$ cat src/rtl/rmq_pkg.sv
// Shared constants and types for the rotation-matrix-to-quaternion block.
`default_nettype none

package rmq_pkg;

    localparam int FIELD_W    = 16;
    localparam int IN_FIELDS  = 9;
    localparam int IN_W       = FIELD_W * IN_FIELDS;
    localparam int OUT_W      = 4 * FIELD_W;
    localparam int NORM_TOP   = 24;
    localparam int SQRT_EXTRA = 6;
    localparam int SQ_W       = 2 * NORM_TOP;
    localparam int SUM_W      = SQ_W + 2;
    localparam int SQ_IN_W    = SUM_W + 2 * SQRT_EXTRA;
    localparam int ROOT_W     = SQ_IN_W / 2;
    localparam int FIFO_DEPTH = 4;
    localparam int FIFO_AW    = 2;
    localparam int OUT_MAX    = 32767;

    typedef struct packed {
        logic full;
        logic empty;
    } rmq_fifo_stat_t;

endpackage

`default_nettype wire

$ cat src/rtl/rmq_fifo.sv
// Short queue between front end and back end.
`default_nettype none

module rmq_fifo
    import rmq_pkg::*;
#(
    parameter int W = 8
) (
    input  wire logic         clk,
    input  wire logic         rst_n,
    input  wire logic         push,
    input  wire logic [W-1:0] wdata,
    input  wire logic         pop,
    output logic [W-1:0]      rdata,
    output rmq_fifo_stat_t    stat
);

    logic [W-1:0]         mem_reg [FIFO_DEPTH];
    logic [FIFO_AW-1:0]   wr_ptr_reg, rd_ptr_reg;
    logic [FIFO_AW:0]     count_reg, count_next;

    assign rdata      = mem_reg[rd_ptr_reg];
    assign stat.full  = (count_reg == (FIFO_AW+1)'(FIFO_DEPTH));
    assign stat.empty = (count_reg == '0);

    always_comb
    begin
        count_next = count_reg;
        unique case ({push, pop})
            2'b10:   count_next = count_reg + 1'b1;
            2'b01:   count_next = count_reg - 1'b1;
            default: count_next = count_reg;
        endcase
    end

    always_ff @(posedge clk or negedge rst_n)
    begin
        if (!rst_n)
        begin
            wr_ptr_reg <= '0;
            rd_ptr_reg <= '0;
            count_reg  <= '0;
        end
        else
        begin
            if (push)
                wr_ptr_reg <= wr_ptr_reg + 1'b1;
            if (pop)
                rd_ptr_reg <= rd_ptr_reg + 1'b1;
            count_reg <= count_next;
        end
    end

    always_ff @(posedge clk)
    begin
        if (push)
            mem_reg[wr_ptr_reg] <= wdata;
    end

    a_no_overflow: assert property (@(posedge clk) disable iff (!rst_n)
        push |-> !stat.full) else $error("queue overflow");
    a_no_underflow: assert property (@(posedge clk) disable iff (!rst_n)
        pop |-> !stat.empty) else $error("queue underflow");
    a_count_bound: assert property (@(posedge clk) disable iff (!rst_n)
        count_reg <= (FIFO_AW+1)'(FIFO_DEPTH)) else $error("queue count out of range");

endmodule

`default_nettype wire

$ cat config.mk
export PLATFORM = sky130hd
export DESIGN_NAME = rmq_fifo
export DESIGN_NICKNAME = d
export VERILOG_FILES = /design/src/rtl/rmq_pkg.sv /design/src/rtl/rmq_fifo.sv
export SDC_FILE = /design/constraint.sdc
export NUM_CORES = 1
export LEC_CHECK = 0
export BUFFER_PORTS_ARGS = -buffer_cell sky130_fd_sc_hd__buf_2
export CORE_ASPECT_RATIO = 1.75
export CORE_MARGIN = 10
export CORE_UTILIZATION = 34
export DETAILED_ROUTE_END_ITERATION = 8
export PLACE_DENSITY_LB_ADDON = 0.1
export REMOVE_ABC_BUFFERS = 1
export SYNTH_ARGS = -nofsm -noshare
export SYNTH_HDL_FRONTEND = slang
export SYNTH_SLANG_ARGS = --single-unit
$ cat constraint.sdc
create_clock -name clk -period 1.86 [get_ports clk]
set_clock_uncertainty 0.15 [all_clocks]
set_input_delay 0.558 -clock clk [delete_from_list [all_inputs] [get_ports clk]]
set_output_delay 0.558 -clock clk [all_outputs]
set_load 0.05 [all_outputs]
==> flow_metrics.py <==
metrics = {
    "status": {
        "outcome": "finished, violations left",
        "failed_checks": "negative setup slack",
    },
    "synth": {
        "ys_warn_count": 0,
        "seq_area_frac_synth_pct": 73.2,
        "synth.avg_cell_area_um2": 19.6,
        "synth_cells": 79,
        "synth_seq_cells": 39,
        "synth_cell_type_count": 16,
        "syn-cell-area_mm2": 0.00155,
    },
    "drt": {
        "routed_wl_um": 2660,
        "wire_per_inst_um": 15.5,
        "first_pass_iters": 4,
        "drt_iter0_drc": 22,
        "ant_nets": 0,
        "viasPerCell": 4.73,
        "drc": 0,
        "vias": 814,
    },
    "grt": {
        "grt_pass1_wl_um": 4570,
        "antenna_found_initial": 0,
        "track_usage_pct": 7.60,
        "grt_pass1_vias": 942,
        "grt-ovfl-total": 0,
        "grt_max_degree": 12,
    },
    "floorplan": {
        "fp.dieH_um": 109,
        "io_pins": 22,
        "start_util_pct": 35.2,
        "design.core.area_mm2": 0.00440,
        "core.rowCount": 32,
        "die_w_um": 71.1,
        "die_area_mm2": 0.00777,
    },
    "timing": {
        "finalMaxSlewViolations": 0,
        "worst_slew_pin_slew_ps": 441,
        "relSlewSlack_pct": 70.6,
        "setup_viol": 8,
        "fin_crit_sh_pct": 119,
        "fin_ws_ps": -354,
        "finalHoldViolCount": 0,
        "fin_crit_ps": 2210,
        "rsz0062_at_grt": "true",
        "setup_tns_ps": -2800,
        "hold_ws_ps": 336,
        "fmax_mhz": 452,
    },
    "finish": {
        "layout_commonest_cell": "edfxtp_1",
        "fillerInstances": 407,
        "largest_reg_flops": 32,
        "final_cells": 172,
        "diodes": 0,
        "fin_nets": 138,
        "area_delta_synth_final_pct": 29.0,
        "seq_area_mm2": 0.00114,
        "multi_input_area_um2": 387,
        "drive_gt1_share_pct": 43.0,
        "layout.cells.most_common_list": "edfxtp_1, buf_4, buf_2",
    },
    "job": {
        "max_cap_viol_count": 0,
    },
    "power_and_ir_drop": {
        "power_leakage_uw": 0.000776,
        "swShare_pct": 37.2,
        "p_switching_uw": 1280,
        "p_seq_share_pct": 38.1,
        "ir_worst_vdd_uv": 933,
        "p_clk_share_pct": 15.0,
        "comb_power_share_pct": 46.8,
        "power_density_mw_per_mm2": 1720,
        "intPower_uw": 2160,
    },
    "clock_tree": {
        "cts_root_buffer": "clkbuf_8",
        "cts.path.max_buffers": 2,
        "cts.clk_slew.worst_paths_ps": 60,
        "insertion_delay_ps": 280,
        "cts_tree": "done",
        "cts.sinks": 39,
        "cts-buffers-inserted": 5,
        "htree_levels": 2,
    },
    "placement": {
        "dp.cells": 159,
        "place_ws_ps": -112,
        "place_congestion": 0.619,
        "dp_hpwl_um": 1880,
        "portBuffers": 21,
    },
    "setup_path": {
        "end_kind": "output port",
        "cp_slowest_stage_delay_ps": 510,
        "path_cells": "buf_12 -> mux4_2 -> buf_6",
        "slowest_stage": "mux4_2",
        "crit_required_ps": 1150,
        "path_class": "flip-flop to output port",
        "crit_fanout": 8,
        "crit_arrival_ps": 1510,
        "critPathLaunchType": "flip-flop",
    },
    "min_path": {
        "hold_class": "primary input to flip-flop",
    },
}
[area by class of cell]
cell class | instances | share of cell area, %
Clock buffer | 6 | 3.63
Clock inverter | 2 | 0.375
Inverter | 6 | 1.13
Multi-Input combinational cell | 32 | 19.3
Sequential cell | 39 | 56.8
Tap cell | 51 | 3.19
Timing Repair Buffer | 36 | 15.6
[per-layer routing]
| layer | GRT usage (%) | vias to the layer above | share of wire (%) |
|---|---|---|---|
| met2 | 13.0 | 21 | 55 |
| li1 | - | 375 | - |
| met4 | 4.17 | 0 | 1.5 |
| met3 | 3.43 | 4 | 6.2 |
| met5 | 0 | - | 0 |
| met1 | 7.52 | 414 | 38 |
[critical path: cells and delay by family (launching register included)]
kind / cells / cell delay, ps
flip-flops: 1 / 390
multiplexers: 1 / 510
buffers and inverters: 2 / 330
[path summary, 6_finish.rpt]
check,from,to,slack (ps),depth (start not counted)
worst min-delay path,wdata[2],mem_reg[2][2]$_DFFE_PP_,340,1
max in group asynchronous,rst_n,rd_ptr_reg[0]$_DFFE_PN0P_,900,2
worst max-delay path,rd_ptr_reg[0]$_DFFE_PN0P_,rdata[7],-350,3
worst max register to register,count_reg[0]$_DFFE_PN0P_,count_reg[2]$_DFFE_PN0P_,200,6
min in group asynchronous,rst_n,count_reg[1]$_DFFE_PN0P_,500,2
worst min register to register,count_reg[2]$_DFFE_PN0P_,count_reg[2]$_DFFE_PN0P_,390,1
[cell families (layout without fill, tap and decap cells)]
logic type / after synthesis / count (layout) / share of synthesized area, %
buffers and inverters: 8 / 50 / 2.50
DFF: 39 / 39 / 73.2
adders and majority gates: 6 / 6 / 5.32
and+or+nand+nor: 10 / 10 / 3.31
AOI/OAI and AO/OA: 2 / 2 / 0.645
muxes: 8 / 8 / 11.6
xor gates and xnor gates: 6 / 6 / 3.39
[stage by stage]
stage | total power (uW) | utilization [%] | instance area, um2
after floorplan | 2240 | - | 1540
after global placement | 2640 | 41.0 | 1800
after detailed placement | 2680 | 41.0 | 1800
after CTS | 3400 | 44.5 | 1960
after global routing | 3640 | 45.4 | 2000
final | 3440 | 45.4 | 2000
[power by group through the flow]
stage | combinational [uW] | clock (uW) | sequential, uW
after floorplan | 923 | 0 | 1320
after global placement | 1330 | 0 | 1310
after detailed placement | 1350 | 0 | 1330
after CTS | 1560 | 535 | 1310
after global routing | 1720 | 583 | 1340
final | 1610 | 517 | 1310
[synth_stat cells]
library cell	instances	area, um2
xor2_1	4	35.0
buf_6	1	11.3
nor3_1	1	5.00
ha_1	5	62.6
edfxtp_1	32	961
dfrtp_1	7	175
o21ai_0	2	10.0
and3_1	1	6.26
and2_1	4	25.0
xnor2_1	2	17.5
fa_1	1	20.0
inv_1	6	22.5
buf_2	1	5.00
nor2_1	1	3.75
mux4_2	8	180
nand2_1	3	11.3
[repair_timing]
action                     4_1_cts  5_1_grt
hold buffers                     1        0
setup endpoints to repair       10       10
hold endpoints to repair         7        0
setup buffers                    1        3
resized for setup               19        6
(Power assumes the default switching activity.)
