[src/rtl/rmq_pkg.sv]
// Shared constants and types for the rotation-matrix-to-quaternion block.
`default_nettype none

package rmq_pkg;

    localparam int FIELD_W    = 16;
    localparam int IN_FIELDS  = 9;
    localparam int IN_W       = FIELD_W * IN_FIELDS;
    localparam int OUT_W      = 4 * FIELD_W;
    localparam int NORM_TOP   = 24;
    localparam int SQRT_EXTRA = 6;
    localparam int SQ_W       = 2 * NORM_TOP;
    localparam int SUM_W      = SQ_W + 2;
    localparam int SQ_IN_W    = SUM_W + 2 * SQRT_EXTRA;
    localparam int ROOT_W     = SQ_IN_W / 2;
    localparam int FIFO_DEPTH = 4;
    localparam int FIFO_AW    = 2;
    localparam int OUT_MAX    = 32767;

    typedef struct packed {
        logic full;
        logic empty;
    } rmq_fifo_stat_t;

endpackage

`default_nettype wire

[src/rtl/rmq_front.sv]
// Front end: takes a basis beat, picks the branch and forms the raw quaternion.
`default_nettype none

module rmq_front
    import rmq_pkg::*;
#(
    parameter int FRAC_BITS = 14,
    parameter int QW        = ((FRAC_BITS > 17) ? FRAC_BITS : 17) + 2,
    parameter int MW        = QW - 1,
    parameter int EW        = 4 * MW + 5
) (
    input  wire logic            clk,
    input  wire logic            rst_n,
    input  wire logic            s_tvalid,
    output logic                 s_tready,
    input  wire logic [IN_W-1:0] s_tdata,
    input  wire logic            fifo_full,
    output logic                 push,
    output logic [EW-1:0]        entry
);

    localparam logic signed [QW-1:0] ONE = QW'(1) << FRAC_BITS;

    logic signed [FIELD_W-1:0] rx, ry, rz, ux, uy, uz, fx, fy, fz;
    logic signed [QW-1:0]      erx, ery, erz, eux, euy, euz, efx, efy, efz;
    logic signed [QW-1:0]      tr, q0, q1, q2, q3, dg;
    logic [MW-1:0]             m0, m1, m2, m3;
    logic                      use_diag, degen;
    logic                      f_valid_reg, f_valid_next;
    logic [EW-1:0]             f_entry_reg;
    logic                      accept;

    assign rx = s_tdata[0*FIELD_W +: FIELD_W];
    assign ry = s_tdata[1*FIELD_W +: FIELD_W];
    assign rz = s_tdata[2*FIELD_W +: FIELD_W];
    assign ux = s_tdata[3*FIELD_W +: FIELD_W];
    assign uy = s_tdata[4*FIELD_W +: FIELD_W];
    assign uz = s_tdata[5*FIELD_W +: FIELD_W];
    assign fx = s_tdata[6*FIELD_W +: FIELD_W];
    assign fy = s_tdata[7*FIELD_W +: FIELD_W];
    assign fz = s_tdata[8*FIELD_W +: FIELD_W];

    assign erx = {{(QW-FIELD_W){rx[FIELD_W-1]}}, rx};
    assign ery = {{(QW-FIELD_W){ry[FIELD_W-1]}}, ry};
    assign erz = {{(QW-FIELD_W){rz[FIELD_W-1]}}, rz};
    assign eux = {{(QW-FIELD_W){ux[FIELD_W-1]}}, ux};
    assign euy = {{(QW-FIELD_W){uy[FIELD_W-1]}}, uy};
    assign euz = {{(QW-FIELD_W){uz[FIELD_W-1]}}, uz};
    assign efx = {{(QW-FIELD_W){fx[FIELD_W-1]}}, fx};
    assign efy = {{(QW-FIELD_W){fy[FIELD_W-1]}}, fy};
    assign efz = {{(QW-FIELD_W){fz[FIELD_W-1]}}, fz};

    assign tr = erx + euy + efz;

    // q0..q3 = x, y, z, w; dg is the diagonal term of the chosen branch
    always_comb
    begin
        use_diag = 1'b1;
        priority if (!tr[QW-1] && (tr != '0))
        begin
            use_diag = 1'b0;
            q3 = tr + ONE;
            q0 = euz - efy;
            q1 = efx - erz;
            q2 = ery - eux;
            dg = q3;
        end
        else if ((rx > uy) && (rx > fz))
        begin
            q0 = ONE + erx - euy - efz;
            q3 = euz - efy;
            q1 = eux + ery;
            q2 = efx + erz;
            dg = q0;
        end
        else if (uy > fz)
        begin
            q1 = ONE + euy - erx - efz;
            q3 = efx - erz;
            q0 = eux + ery;
            q2 = efy + euz;
            dg = q1;
        end
        else
        begin
            q2 = ONE + efz - erx - euy;
            q3 = ery - eux;
            q0 = efx + erz;
            q1 = euz + efy;
            dg = q2;
        end
    end

    assign m0 = q0[QW-1] ? MW'(-q0) : MW'(q0);
    assign m1 = q1[QW-1] ? MW'(-q1) : MW'(q1);
    assign m2 = q2[QW-1] ? MW'(-q2) : MW'(q2);
    assign m3 = q3[QW-1] ? MW'(-q3) : MW'(q3);

    assign degen = (use_diag && (dg[QW-1] || (dg == '0)))
                 || ((m0 | m1 | m2 | m3) == '0);

    assign s_tready = !f_valid_reg || !fifo_full;
    assign accept   = s_tvalid && s_tready;
    assign push     = f_valid_reg && !fifo_full;
    assign entry    = f_entry_reg;

    always_comb
    begin
        f_valid_next = f_valid_reg;
        priority if (accept)
            f_valid_next = 1'b1;
        else if (push)
            f_valid_next = 1'b0;
        else
            f_valid_next = f_valid_reg;
    end

    always_ff @(posedge clk or negedge rst_n)
    begin
        if (!rst_n)
            f_valid_reg <= 1'b0;
        else
            f_valid_reg <= f_valid_next;
    end

    always_ff @(posedge clk)
    begin
        if (accept)
            f_entry_reg <= {degen, q3[QW-1], q2[QW-1], q1[QW-1], q0[QW-1], m3, m2, m1, m0};
    end

endmodule

`default_nettype wire

[config.mk]
export PLATFORM = sky130hd
export DESIGN_NAME = rmq_front
export DESIGN_NICKNAME = d
export VERILOG_FILES = /design/src/rtl/rmq_pkg.sv /design/src/rtl/rmq_front.sv
export SDC_FILE = /design/constraint.sdc
export NUM_CORES = 1
export LEC_CHECK = 0
export BUFFER_PORTS_ARGS = -buffer_cell sky130_fd_sc_hd__clkbuf_2
export CORE_ASPECT_RATIO = 1.5
export CORE_UTILIZATION = 44
export CTS_CLUSTER_SIZE = 8
export DETAILED_ROUTE_END_ITERATION = 16
export GPL_ROUTABILITY_DRIVEN = 0
export PLACE_DENSITY = 0.72
export SETUP_SLACK_MARGIN = 0.5
export SYNTH_ARGS = -nofsm -noshare
export SYNTH_HDL_FRONTEND = slang
export SYNTH_SLANG_ARGS = --single-unit
[constraint.sdc]
create_clock -name clk -period 4.8 [get_ports clk]
set_clock_uncertainty 0.1 [all_clocks]
set_input_delay 0.48 -clock clk [delete_from_list [all_inputs] [get_ports clk]]
set_output_delay 0.48 -clock clk [all_outputs]
set_load 0.02 [all_outputs]
==> results of run 1 <==
==> synthesized netlist by cell type (51+ instances only) <==
master	n
a21oi_1	170
clkbuf_1	51
edfxtp_1	77
fa_1	74
ha_1	300
inv_1	223
nand2_1	178
nor2_1	217
nor3_1	65
o21ai_0	107
xnor2_1	109
xor2_1	63
==> what timing repair did <==
item | CTS
setup buffers | 102
pin swaps | 51
cloned | 7
setup endpoints to repair | 76
hold buffers | 1
endpoints found under the hold margin | 1
gates resized for setup | 222
==> metal layers <==
| metal | global-route usage [%] | GRT overflow |
|---|---|---|
| met1 | 48.3 | 1 |
| met2 | 72.1 | 22 |
| met3 | 33.0 | 0 |
| met4 | 52.7 | 13 |
| met5 | 11.4 | 0 |
==> through the flow <==
| stage | hold slack, ns | std cells | setup TNS [ns] |
|---|---|---|---|
| after detailed placement | 0.156 | 3949 | -94.69 |
| after floorplan | 0.0844 | 2429 | -48.77 |
| after CTS | 0.275 | 4075 | -54.11 |
| after global placement | 0.156 | 3949 | -85.26 |
==> cells by family after synthesis <==
family | count (synthesis) | share of synthesized area, %
simple gates | 751 | 19.4
compound gates | 679 | 24.1
fa+ha+maj | 376 | 27.2
buf+inv | 324 | 6.67
xor+xnor | 172 | 7.80
flops | 78 | 12.1
mux | 49 | 2.69
==> key figures, run 1 <==
Run status
  – Status: aborted with a tool error
  – Halt Stage: global routing
  – Err: [ERROR GRT-0116] Global routing finished with congestion. Check the congestion regions in the DRC Viewer.

Clock tree
  – Clock Path Buffers: 2
  – Cts bufs inserted: 9
  – Root buffer cell: clkbuf_16
  – CTS H-Tree Depth: 3
  – CTS sink count: 78

Place
  – Worst slack, placed: -2.31 ns
  – Port Buffers: about 230
  – HPWL Detailed: 70400 um
  – Placed inst area: between 20000 and 30000 sq um

Floorplanning
  – Die X-Extent: between 150 and 200 um
  – Num rows: 93
  – Io pins: about 230
  – Die Span Y: between 200 and 300 um
  – Initial Util: 44.7%

Synthesis
  – Flop and latch count out of synthesis: between 70 and 80
  – Post-Syn Instances: about 2400
  – Synth warn: 0
  – Asr flop ratio synth: about 1.3%
  – Synth cell types: 101
  – Synthesized area: roughly 19000 sq um
  – Syn nets: between 2000 and 3000
  – Post-synth top area cell: ha_1
  – Syn_area_per_cell: between 7 and 8 sq um
  – Top-area cell type share of the netlist area: about a fifth
  – Most used DFF post-synth: edfxtp_1
  – Top cells by area, synth: ha_1, edfxtp_1, fa_1
  – Number of synthesized flops with an enable pin: 77
  – Post-synthesis sequential area ratio: between 10% and 20%

GRT
  – Vias in the first global route: between 20000 and 30000
  – First-pass GRT wire length: 172000 um
  – Largest net degree at the start of global routing: a little under 80
  – Global route overflow: 36
  – Global-route usage over all layers: about half
==> run 2, diff against run 1 <==
==> config.mk (replaced) <==
export PLATFORM = sky130hd
export DESIGN_NAME = rmq_front
export DESIGN_NICKNAME = d
export VERILOG_FILES = /design/src/rtl/rmq_pkg.sv /design/src/rtl/rmq_front.sv
export SDC_FILE = /design/constraint.sdc
export NUM_CORES = 1
export LEC_CHECK = 0
export BUFFER_PORTS_ARGS = -buffer_cell sky130_fd_sc_hd__clkbuf_2
export CORE_UTILIZATION = 29
export DETAILED_ROUTE_END_ITERATION = 16
export GPL_ROUTABILITY_DRIVEN = 0
export PLACE_DENSITY_LB_ADDON = 0.15
export SYNTH_ARGS = -nofsm -noshare
export SYNTH_HDL_FRONTEND = slang
export SYNTH_SLANG_ARGS = --single-unit
==> run 2 against run 1 <==
Net effect: the flow now finishes, with violations (negative setup slack); synthesized area is the same; synthesized cell count is the same.
==> key figures, run 2 <==
Synthesis
  – Synth warn: 0
  – Post-Syn Instances: roughly 2400
  – Number of synthesized flops with an enable pin: 77
  – Top cells by area, synth: ha_1, edfxtp_1, fa_1
  – Most used DFF post-synth: edfxtp_1
  – Post-synth top area cell: ha_1
  – Top-area cell type share of the netlist area: between 10% and 20%
  – Syn nets: between 2000 and 3000
  – Syn_area_per_cell: 7.95 sq um
  – Flop and latch count out of synthesis: 78
  – Synth cell count leaders: ha_1, inv_1, nor2_1
  – Top-count cell post-synth: ha_1
  – Asr flop ratio synth: between 1 and 1.5%
  – Synth cell types: about 100
  – Post-synthesis sequential area ratio: about an eighth
  – Synthesized area: ~19000 sq um

Route
  – Routed len/inst: 20.3 um
  – DR DRC count: 0
  – DR iter-0 viols: approximately 2200
  – Vias per Instance: around 5.3
  – Detail Route Antenna Nets: 0
  – Vias: 23540
  – DRT Pass-1 Iters: 6
  – Final WL: 91100 um

Power and ir drop
  – Pwr/cell area: 426 nW/um^2
  – Total Power: roughly 0.013 W
  – VDD IR max: 0.000263 V
  – LEAKAGE: 15.2 nW

Run status
  – Violated checks: negative setup slack
  – Status: complete, but fails checks

Timing
  – Actual slew at the worst max-slew pin: between 1 and 1.5 ns
  – Final Critical Period: 6.46 ns
  – Final period utilization: 135%
  – Max Freq: between 150 and 200 MHz
  – Rel. slew slack: between 20% and 30%
  – Final critical-path setup slack: -1.66 ns
  – Final setup vio count: 70
  – Final Hold Violating Endpoints: 0
  – Pins over their slew limit: 0
  – RSZ-0062 raised after global routing: true

Finish
  – Layout area overhead: 62.9%
  – Max reg flops: 77
  – Most frequent cells in the layout: buf_4, ha_1, clkbuf_2
  – Share of post-route cells with drive strength above 1: 43.1%
  – N_diodes: 0
  – # nets final: 4133
  – Commonest non-fill, non-tap cell in the layout: buf_4

Clock tree
  – CTS clk-pin slew, worst paths: 0.07 ns
  – Clock Path Buffers: 2
  – CTS sink count: between 70 and 80
  – Clock Latency Late Sink: roughly 0.35 ns
  – CTS tree: built
  – CTS H-Tree Depth: 3
  – Cts bufs inserted: 9
  – Root buffer cell: clkbuf_16

Setup path
  – WP buf/inv: 6
  – Top Family by Delay on Critical Path: compound AO/OA/AOI/OAI gates
  – Worst Path Required: between 4 and 5 ns
  – Worst Setup End Kind: flop
  – Startpoint Class: input pin
  – Critical path class: input pin to flop
  – Arrival @ worst endpoint: roughly 6.5 ns
  – Critical-path maximum fanout: 3
  – Slowest stage delay, CP: around 0.54 ns
  – Crit-path slowest cell: fa_1

Floorplanning
  – Num rows: 94
  – Die X-Extent: between 200 and 300 um
  – DIE AREA: just under 70000 sq um
  – Core Footprint: between 60000 and 70000 sq um
  – Io pins: 227
  – Die Span Y: 260 um
  – Initial Util: about 29%

Flow run
  – Maxcap violations: 0

Place
  – Worst slack, placed: -2.26 ns
  – HPWL Detailed: just under 80000 um
  – Port Buffers: ~230

GRT
  – Largest net degree at the start of global routing: approximately 80
  – Vias in the first global route: 22927
  – Global-route usage over all layers: 25.9%
  – Global route overflow: 0
  – Initial antenna violation count: 0
  – First-pass GRT wire length: roughly 130000 um

Hold path
  – Min-delay worst type: input pin to flop
run 2: cell counts after synthesis:
No cell type changed its count.
run 2: where the power goes:
part,leakage [nW],switching [W],total [W],internal [W]
Clock,0.151,0.000332,0.000749,0.000417
Combinational,14.3,0.00599,0.0115,0.00550
Sequential,0.745,0.0000661,0.00118,0.00111
Total,15.2,0.00639,0.0134,0.00703
run 2: final cells by class:
class	count	area [sq um]
repair buffers	1267	9610
fillers	6376	34400
inverters	227	875
multi-input cells	2028	17200
well taps	864	1080
flip-flops and latches	78	2340
clock inverters	7	86.3
clock buffers	9	225
run 2: metrics by stage:
step           cell area (sq um)  TNS [ns]  hold WS, ns  utilization [%]  std cells
2_1_floorplan              19600    -48.77       0.0844                -       2429
5_1_grt                    31500    -61.49        0.253             47.8       4480
4_1_cts                    30100    -41.21        0.238             45.6       4434
3_5_place_dp               28400    -88.16        0.156             43.2       4358
6_report                   31500    -48.19        0.246             47.8       4480
3_3_place_gp               28400    -86.08        0.155             43.2       4358
run 2: path summary, 6_finish.rpt:
kind | startpoint | to | slack, ns | depth (start not counted)
worst min register to register | f_valid_reg | f_valid_reg | 0.43 | 2
worst max register to register | f_valid_reg | entry[71] | 2.92 | 2
worst max-delay path | s_tdata[3] | entry[76] | -1.66 | 31
min in group asynchronous | rst_n | f_valid_reg | 0.34 | 2
max in group asynchronous | rst_n | f_valid_reg | 4.18 | 2
worst min-delay path | s_tvalid | f_valid_reg | 0.25 | 2
run 2: cell families (layout without fill, tap and decap cells):
logic type	after synthesis	in the layout	share of synthesized area [%]
multiplexers	49	49	2.69
AO/OA/AOI/OAI	679	679	24.1
adder cells (fa/ha/maj)	376	376	27.2
flip-flops	78	78	12.1
XOR/XNOR	172	172	7.80
AND/OR/NAND/NOR	751	752	19.4
buffers and inverters	324	1510	6.67
run 2: per-layer routing:
| metal | GRT usage, % | vias up | share of wire, % |
|---|---|---|---|
| met1 | 35.5 | 11202 | 44 |
| li1 | - | 11076 | - |
| met5 | 0 | - | 0 |
| met3 | 3.11 | 219 | 7.4 |
| met2 | 41.5 | 1043 | 44 |
| met4 | 9.48 | 0 | 4.2 |
run 2: timing repair:
item,CTS,global route
gates resized for setup,163,223
hold buffers,1,0
cloned,4,0
pin swaps,47,57
endpoints found under the setup margin,71,72
endpoints found under the hold margin,1,0
setup buffers,59,57
run 2: worst register-to-register path, cell delays in order, from the launching register on:
cell and delay (ns):
dfrtp_1 0.37, nand2_1 0.10, and2_4 0.84
No activity file was read; power rests on OpenSTA's default activity.
